`config.mk`:
```
export PLATFORM = sky130hd
export DESIGN_NAME = websocket_frame_deframer_unmask
export DESIGN_NICKNAME = d
export VERILOG_FILES = /design/src/sv/wsdf_pkg.sv /design/src/sv/wsdf_parse.sv /design/src/sv/websocket_frame_deframer_unmask.sv
export SDC_FILE = /design/constraint.sdc
export NUM_CORES = 1
export LEC_CHECK = 0
export BUFFER_PORTS_ARGS = -buffer_cell sky130_fd_sc_hd__buf_2
export CORE_ASPECT_RATIO = 0.6
export CORE_MARGIN = 3
export CORE_UTILIZATION = 40
export DETAILED_ROUTE_END_ITERATION = 7
export PLACE_DENSITY = 0.62
export SYNTH_ARGS = -nofsm -noshare
export SYNTH_HDL_FRONTEND = slang
export SYNTH_HIERARCHICAL = 1
export SYNTH_SLANG_ARGS = --single-unit
```
`constraint.sdc`:
```
create_clock -name clk -period 3.15 [get_ports clk]
set_clock_uncertainty 0.15 [all_clocks]
set_input_delay 0.315 -clock clk [delete_from_list [all_inputs] [get_ports clk]]
set_output_delay 0.315 -clock clk [all_outputs]
set_load 0.005 [all_outputs]
```
`src/sv/wsdf_pkg.sv`:
```
package wsdf_pkg;

  // Result status codes.
  localparam logic [1:0] STATUS_PAYLOAD = 2'd0;
  localparam logic [1:0] STATUS_EMPTY   = 2'd1;
  localparam logic [1:0] STATUS_REJECT  = 2'd2;

  // Frame header constants.
  localparam logic [7:0] FRAME_TYPE_TEXT = 8'h81;
  localparam logic [6:0] LEN_MEDIUM      = 7'h7e;
  localparam logic [6:0] LEN_LONG        = 7'h7f;

  // Number of extension bytes for the two extended length forms.
  localparam logic [3:0] EXT_MEDIUM_BYTES = 4'd2;
  localparam logic [3:0] EXT_LONG_BYTES   = 4'd8;

  typedef struct packed {
    logic [1:0] status;
    logic [7:0] data;
    logic       last_of_frame;
  } result_t;

endpackage

```
`src/sv/wsdf_parse.sv`:
```
module wsdf_parse (
  input  logic                clk,
  input  logic                rst,
  input  logic                accept,
  input  logic [7:0]          rx_byte,
  output logic                res_valid,
  output wsdf_pkg::result_t   res
);

  localparam logic [2:0] PH_TYPE    = 3'd0;
  localparam logic [2:0] PH_LEN     = 3'd1;
  localparam logic [2:0] PH_EXT     = 3'd2;
  localparam logic [2:0] PH_MASK    = 3'd3;
  localparam logic [2:0] PH_PAYLOAD = 3'd4;

  logic [2:0]  phase, phase_next;
  logic [3:0]  ext_bytes_left, ext_bytes_left_next;
  logic [31:0] payload_length, payload_length_next;
  logic [31:0] mask_key, mask_key_next;
  logic [2:0]  mask_bytes_seen, mask_bytes_seen_next;
  logic [31:0] payload_remaining, payload_remaining_next;
  logic [1:0]  key_index, key_index_next;
  logic        has_result;
  logic [6:0]  len_code;
  logic [7:0]  key_byte;

  assign len_code = rx_byte[6:0];
  assign key_byte = mask_key[{key_index, 3'b000} +: 8];

  always_comb begin
    phase_next             = phase;
    ext_bytes_left_next    = ext_bytes_left;
    payload_length_next    = payload_length;
    mask_key_next          = mask_key;
    mask_bytes_seen_next   = mask_bytes_seen;
    payload_remaining_next = payload_remaining;
    key_index_next         = key_index;
    has_result             = 1'b0;
    res                    = '0;

    unique case (phase)
      PH_LEN: begin
        mask_key_next        = '0;
        mask_bytes_seen_next = '0;
        if (len_code < wsdf_pkg::LEN_MEDIUM) begin
          payload_length_next = {25'd0, len_code};
          phase_next          = PH_MASK;
        end else begin
          payload_length_next = '0;
          ext_bytes_left_next = (len_code == wsdf_pkg::LEN_MEDIUM) ?
                                wsdf_pkg::EXT_MEDIUM_BYTES : wsdf_pkg::EXT_LONG_BYTES;
          phase_next          = PH_EXT;
        end
      end
      PH_EXT: begin
        // Shifting into 32 bits drops the upper half of the long form.
        payload_length_next = {payload_length[23:0], rx_byte};
        ext_bytes_left_next = ext_bytes_left - 4'd1;
        if (ext_bytes_left_next == 4'd0) begin
          phase_next = PH_MASK;
        end
      end
      PH_MASK: begin
        mask_key_next[{mask_bytes_seen[1:0], 3'b000} +: 8] = rx_byte;
        mask_bytes_seen_next = mask_bytes_seen + 3'd1;
        if (mask_bytes_seen[1:0] == 2'd3) begin
          if (payload_length == 32'd0) begin
            phase_next        = PH_TYPE;
            has_result        = 1'b1;
            res.status        = wsdf_pkg::STATUS_EMPTY;
            res.last_of_frame = 1'b1;
          end else begin
            payload_remaining_next = payload_length;
            key_index_next         = '0;
            phase_next             = PH_PAYLOAD;
          end
        end
      end
      PH_PAYLOAD: begin
        key_index_next         = key_index + 2'd1;
        payload_remaining_next = payload_remaining - 32'd1;
        has_result             = 1'b1;
        res.status             = wsdf_pkg::STATUS_PAYLOAD;
        res.data               = rx_byte ^ key_byte;
        res.last_of_frame      = (payload_remaining == 32'd1);
        if (payload_remaining == 32'd1) begin
          phase_next = PH_TYPE;
        end
      end
      default: begin
        // Type phase, and any code that means nothing, waits for a text frame.
        if (rx_byte == wsdf_pkg::FRAME_TYPE_TEXT) begin
          phase_next = PH_LEN;
        end else begin
          phase_next = PH_TYPE;
          has_result = 1'b1;
          res.status = wsdf_pkg::STATUS_REJECT;
          res.data   = rx_byte;
        end
      end
    endcase
  end

  assign res_valid = accept & has_result;

  always_ff @(posedge clk) begin
    if (rst) begin
      phase             <= PH_TYPE;
      ext_bytes_left    <= '0;
      payload_length    <= '0;
      mask_key          <= '0;
      mask_bytes_seen   <= '0;
      payload_remaining <= '0;
      key_index         <= '0;
    end else if (accept) begin
      phase             <= phase_next;
      ext_bytes_left    <= ext_bytes_left_next;
      payload_length    <= payload_length_next;
      mask_key          <= mask_key_next;
      mask_bytes_seen   <= mask_bytes_seen_next;
      payload_remaining <= payload_remaining_next;
      key_index         <= key_index_next;
    end
  end

  // A frame in its payload always has at least one byte to come.
  a_payload_nonzero: assert property (@(posedge clk) disable iff (rst)
    (phase == PH_PAYLOAD) |-> (payload_remaining != 32'd0))
    else $error("payload phase with nothing remaining");

  // The key count never passes four while the key is being collected.
  a_mask_count: assert property (@(posedge clk) disable iff (rst)
    (phase == PH_MASK) |-> (mask_bytes_seen < 3'd4))
    else $error("mask byte count overran");

  // Only a payload byte can close a non-empty frame.
  a_last_closes: assert property (@(posedge clk) disable iff (rst)
    (accept && has_result && res.status == wsdf_pkg::STATUS_PAYLOAD && res.last_of_frame)
      |=> (phase == PH_TYPE))
    else $error("last payload byte did not return to the type phase");

endmodule

```
`src/sv/websocket_frame_deframer_unmask.sv`:
```
// Receive-side WebSocket deframer for client text frames. Each request on the
// item channel carries one byte of the client stream in rx_byte. A frame must
// open with the type byte 0x81; any other byte in that position is passed out
// with status 2 and dropped, and the block keeps looking for a frame start.
// The length byte's mask bit is ignored; lengths 126 and 127 take 2 and 8
// big-endian extension bytes, and of the 8-byte form only the low 32 bits are
// kept. Four mask-key bytes always follow, then each payload byte leaves as a
// status-0 request carrying the unmasked byte, with last_of_frame set on the
// final one. A zero-length frame gives a single status-1 request with
// last_of_frame set once its key has arrived. Header and key bytes give no
// result. The block takes one byte per clock: the parser state is updated in
// the same cycle as the byte is accepted, and the result sits in an output
// register backed by a one-entry skid buffer, so item_stall rises only when
// that buffer is occupied because the result side is stalling.
module websocket_frame_deframer_unmask (
  input  logic       clk,
  input  logic       rst,
  input  logic       item_valid,
  output logic       item_stall,
  input  logic [7:0] rx_byte,
  output logic       result_valid,
  input  logic       result_stall,
  output logic [1:0] status,
  output logic [7:0] data,
  output logic       last_of_frame
);

  logic              accept;
  logic              par_valid;
  wsdf_pkg::result_t par_res;
  wsdf_pkg::result_t out_reg;
  wsdf_pkg::result_t skid_reg;
  logic              skid_valid;
  logic              take;

  // The skid buffer being full is the only reason to hold off the sender.
  assign item_stall = skid_valid;
  assign accept     = item_valid & ~item_stall;
  assign take       = result_valid & ~result_stall;

  wsdf_parse u_parse (
    .clk       (clk),
    .rst       (rst),
    .accept    (accept),
    .rx_byte   (rx_byte),
    .res_valid (par_valid),
    .res       (par_res)
  );

  // When the output register is free, it is refilled from the skid buffer
  // first, otherwise from the parser. A fresh result that meets a stalled
  // output register goes into the skid buffer instead.
  always_ff @(posedge clk) begin
    if (rst) begin
      result_valid <= 1'b0;
      skid_valid   <= 1'b0;
    end else if (!result_valid || take) begin
      if (skid_valid) begin
        result_valid <= 1'b1;
        out_reg      <= skid_reg;
        skid_valid   <= 1'b0;
      end else begin
        result_valid <= par_valid;
        out_reg      <= par_res;
      end
    end else if (par_valid) begin
      skid_valid <= 1'b1;
      skid_reg   <= par_res;
    end
  end

  assign status        = out_reg.status;
  assign data          = out_reg.data;
  assign last_of_frame = out_reg.last_of_frame;

  // The skid buffer is only ever occupied behind a waiting output register.
  a_skid_behind_out: assert property (@(posedge clk) disable iff (rst)
    skid_valid |-> result_valid)
    else $error("skid buffer full while output register empty");

  // A result produced while the output is stalled must be caught by the skid.
  a_skid_catches: assert property (@(posedge clk) disable iff (rst)
    (result_valid && result_stall && par_valid) |=> skid_valid)
    else $error("result lost behind a stalled output");

  // Only the three defined status codes reach the port.
  a_status_code: assert property (@(posedge clk) disable iff (rst)
    result_valid |-> (status == wsdf_pkg::STATUS_PAYLOAD ||
                      status == wsdf_pkg::STATUS_EMPTY ||
                      status == wsdf_pkg::STATUS_REJECT))
    else $error("undefined status code on the result port");

  // An empty-frame result always closes its frame.
  a_empty_is_last: assert property (@(posedge clk) disable iff (rst)
    (result_valid && status == wsdf_pkg::STATUS_EMPTY) |-> last_of_frame)
    else $error("empty-frame result without last_of_frame");

endmodule
```
==> impl_results.md <==
- Status: complete, no violations
- Number of instances in the synthesized netlist: around 740
- Headroom to the max-slew limit: around 31%
- Stage delay of the slowest cell on the critical path: between 0.6 and 0.7 ns
- Width of the die: roughly 180 um
- Fraction of final layout cells with drive strength greater than 1: about 17%
- Max-slew violation count: 0
- Part of the cycle the worst path needs: 83.77%
- Post-Route WL: 19820 um
- Post-synthesis async set-or-reset flop share: 0%
- Total number of nets in the final design: 768
- Final TNS setup: 0 ns
- Clock tree from TritonCTS: built
- Worst hold margin: 0.07168 ns
- Worst-case clock buffer depth: 2
- Utilization after layout: 46.58%
- Post-synth top area share: 31.77%
- # rows: 36
- Placed wire-length estimate: approximately 14000 um
- Series of cell instances along the critical path: and3b_1, nand2_1, nor3_1, o21a_1, nor3b_1, buf_4
- Summed area of non-filler cells in the final layout: 7700 um2
- Static leakage: 2.644 nW
- Routed via count divided by cell count: approximately 6.2
- Synth Net Count: 763
- Vias after detailed routing: 6164
- Non-filler instance count after layout: around 1000
- Initial antenna violation count: 0
- Sequential cell area fraction in the yosys report: 41.38%
- Buf+Inv Stages, Crit Path: 1
- Clock transition at the registers of the reported paths: 0.06 ns
- Post-synthesis cell type with the largest combined area: sky130_fd_sc_hd__dfxtp_1
- Flip-flop cell with the highest count after synthesis: sky130_fd_sc_hd__dfxtp_1
- First-pass detailed-route iteration total: 6
- Total power: 3.825 mW
- Worst IR drop on VDD: 340.9 uV
- Clock insertion delay at the later pin of the skew report: 0.42 ns
- Max-Cap Viols: 0
- Num CTS Buffers: 17
- Antenna diode count: 0
- Pin count of the biggest net entering global routing: between 70 and 80
- Clock Sinks: 131
- Critical Path Slowest Stage Cell: sky130_fd_sc_hd__dfxtp_1
- Largest registers: u_parse/mask_key x32, u_parse/payload_length x32, u_parse/payload_remaining x32
- Cell type group with the largest total delay on the critical path: simple AND/OR/NAND/NOR gates
- Total of flip-flops plus latches after synthesis: 131
- Critical path launch point type: register
- Critical path type: register to register
- Worst-margin pin slew: about 1.0 ns
- Starting Density: between 40% and 50%
- Number of buffer cells added on primary ports: 24
- Count of distinct cell types in the synthesized netlist: 77
- Count of instances resized after the clock tree is built: 0
- Area enclosed by the die boundary: between 15000 and 20000 um2
- Number of DRC markers after the initial detailed-route iteration: about 890
- Average footprint of a synthesized cell: 9.270 um2
- Post-synthesis to final-layout area growth: 12.09%
- Setup crit end kind: register
- RSZ-0062 raised after global routing: false
- Vias in the first global route: approximately 5700
- Peak clock frequency supported by timing: 379.0 MHz
- Hold Buf Count CTS: 1
- Remaining antenna violation count after routing: 0
- Data arrival time of the critical path: 2.61 ns
- Top-Level Pins: 25
- Cell total after placement: 954
- Register area: 2843 um2
- WP data required: between 3 and 4 ns
- H-tree lvl count: 4
- Number of enable-type register cells in the synthesized netlist: 22
- Setup violations, final: 0
- Critical Path Fanout Max: 13
- Fin crit period: 2.639 ns
- Leftover overflow at the end of global routing: 0
- Commonest non-fill, non-tap cell in the layout: sky130_fd_sc_hd__dfxtp_1
- Post-CTS setup buffers: 0
- Hold violation total from the final report: 0
- Worst setup slack after placement: 0.5383 ns
- Multi-input combinational cell area: 3605 um2
- Type of the most critical hold path: input port to register
- Cell at the root of the clock tree: sky130_fd_sc_hd__clkbuf_16
- Most used cells in the layout excluding fill and tap cells: sky130_fd_sc_hd__dfxtp_1, sky130_fd_sc_hd__nor2_1, sky130_fd_sc_hd__a22oi_1
- Post-route DRC violation count: 0
- Largest cells by area after synthesis: sky130_fd_sc_hd__dfxtp_1, sky130_fd_sc_hd__edfxtp_1, sky130_fd_sc_hd__a22oi_1
- Wire length of the first global-routing pass: 31750 um
- Synthesized cell area: 6869 um2
- Fill count: between 1500 and 2000
- Global placement routability congestion: 0.8998
- Overall fraction of global-route tracks in use: 21.35%
- Warnings from Yosys: 6
- Placed Area: between 7000 and 8000 um2
- Std-Cell Core Area: 16530 um2
- Final setup slack of the worst path: 0.5112 ns
- Power Density: 496.8 nW/um2
- Y dimension of the die: 107.5 um
- Detail-routed net length per standard cell: between 20 and 25 um
[logic make-up (layout without fill, tap and decap cells)]
group | count (synthesis) | after routing | share of synthesized area (%)
AOI/OAI and AO/OA | 215 | 215 | 22.31
xor gates and xnor gates | 7 | 7 | 0.8925
adders and majority gates | 11 | 11 | 1.985
buffers and inverters | 80 | 98 | 6.193
DFF | 131 | 131 | 41.38
muxes | 22 | 22 | 4.863
and+or+nand+nor | 275 | 275 | 22.37
[final cells by class]
cell class | instances | area share (%)
sequential | 131 | 36.92
clock buffer | 20 | 6.224
tap | 228 | 3.705
multi-input combinational | 530 | 46.82
clock inverter | 12 | 1.544
timing repair buffer | 47 | 3.867
inverter | 19 | 0.9262
[cells in the mapped netlist, drive strengths merged, types with 3 or more instances]
cell type	instances
dfxtp	109
nor2	94
a22oi	68
a21oi	46
nand2	41
clkbuf	37
nand3	27
nor3	26
nor4	24
buf	23
edfxtp	22
nand2b	21
o21ai	21
o32ai	21
inv	19
a31oi	17
mux2	11
ha	10
mux4	8
a211oi	7
a32o	6
nand4	6
xnor2	6
nand3b	5
a2bb2oi	4
a32oi	4
and4	4
nor3b	4
nor4b	4
or3	4
and2	3
mux2i	3
o21a	3
o31a	3
[power by group]
| group | internal [mW] | total [mW] | switching [mW] |
|---|---|---|---|
| Combinational | 0.0345 | 0.112 | 0.0775 |
| Clock | 1.19 | 2.00 | 0.804 |
| Sequential | 1.71 | 1.72 | 0.00345 |
| Total | 2.94 | 3.83 | 0.885 |
[worst min-delay path, stage by stage]
cell and delay [ns]:
sky130_fd_sc_hd__buf_2 0.10, sky130_fd_sc_hd__nand2_1 0.11, sky130_fd_sc_hd__nor3_1 0.06
[worst paths after layout]
path	from	cells after the start	slack, ns	to
max	u_parse/phase[0]$_SDFFE_PP0P_	6	0.51	skid_reg[0]$_DFFE_PP_
min	result_stall	3	0.07	item_stall$_SDFFE_PP0P_
max reg2reg	u_parse/phase[0]$_SDFFE_PP0P_	6	0.51	skid_reg[0]$_DFFE_PP_
min reg2reg	u_parse/mask_key[15]$_SDFFE_PP0P_	2	0.32	u_parse/mask_key[15]$_SDFFE_PP0P_
[routing by layer]
metal | global-route usage (%) | vias up | wire [um]
met3 | 5.884 | 18 | 2027
met5 | 0 | - | 0
met1 | 33.24 | 3023 | 9861
met2 | 28.42 | 311 | 7776
li1 | - | 2812 | -
met4 | 5.404 | 0 | 156
Power figures use the tool's default switching activity.
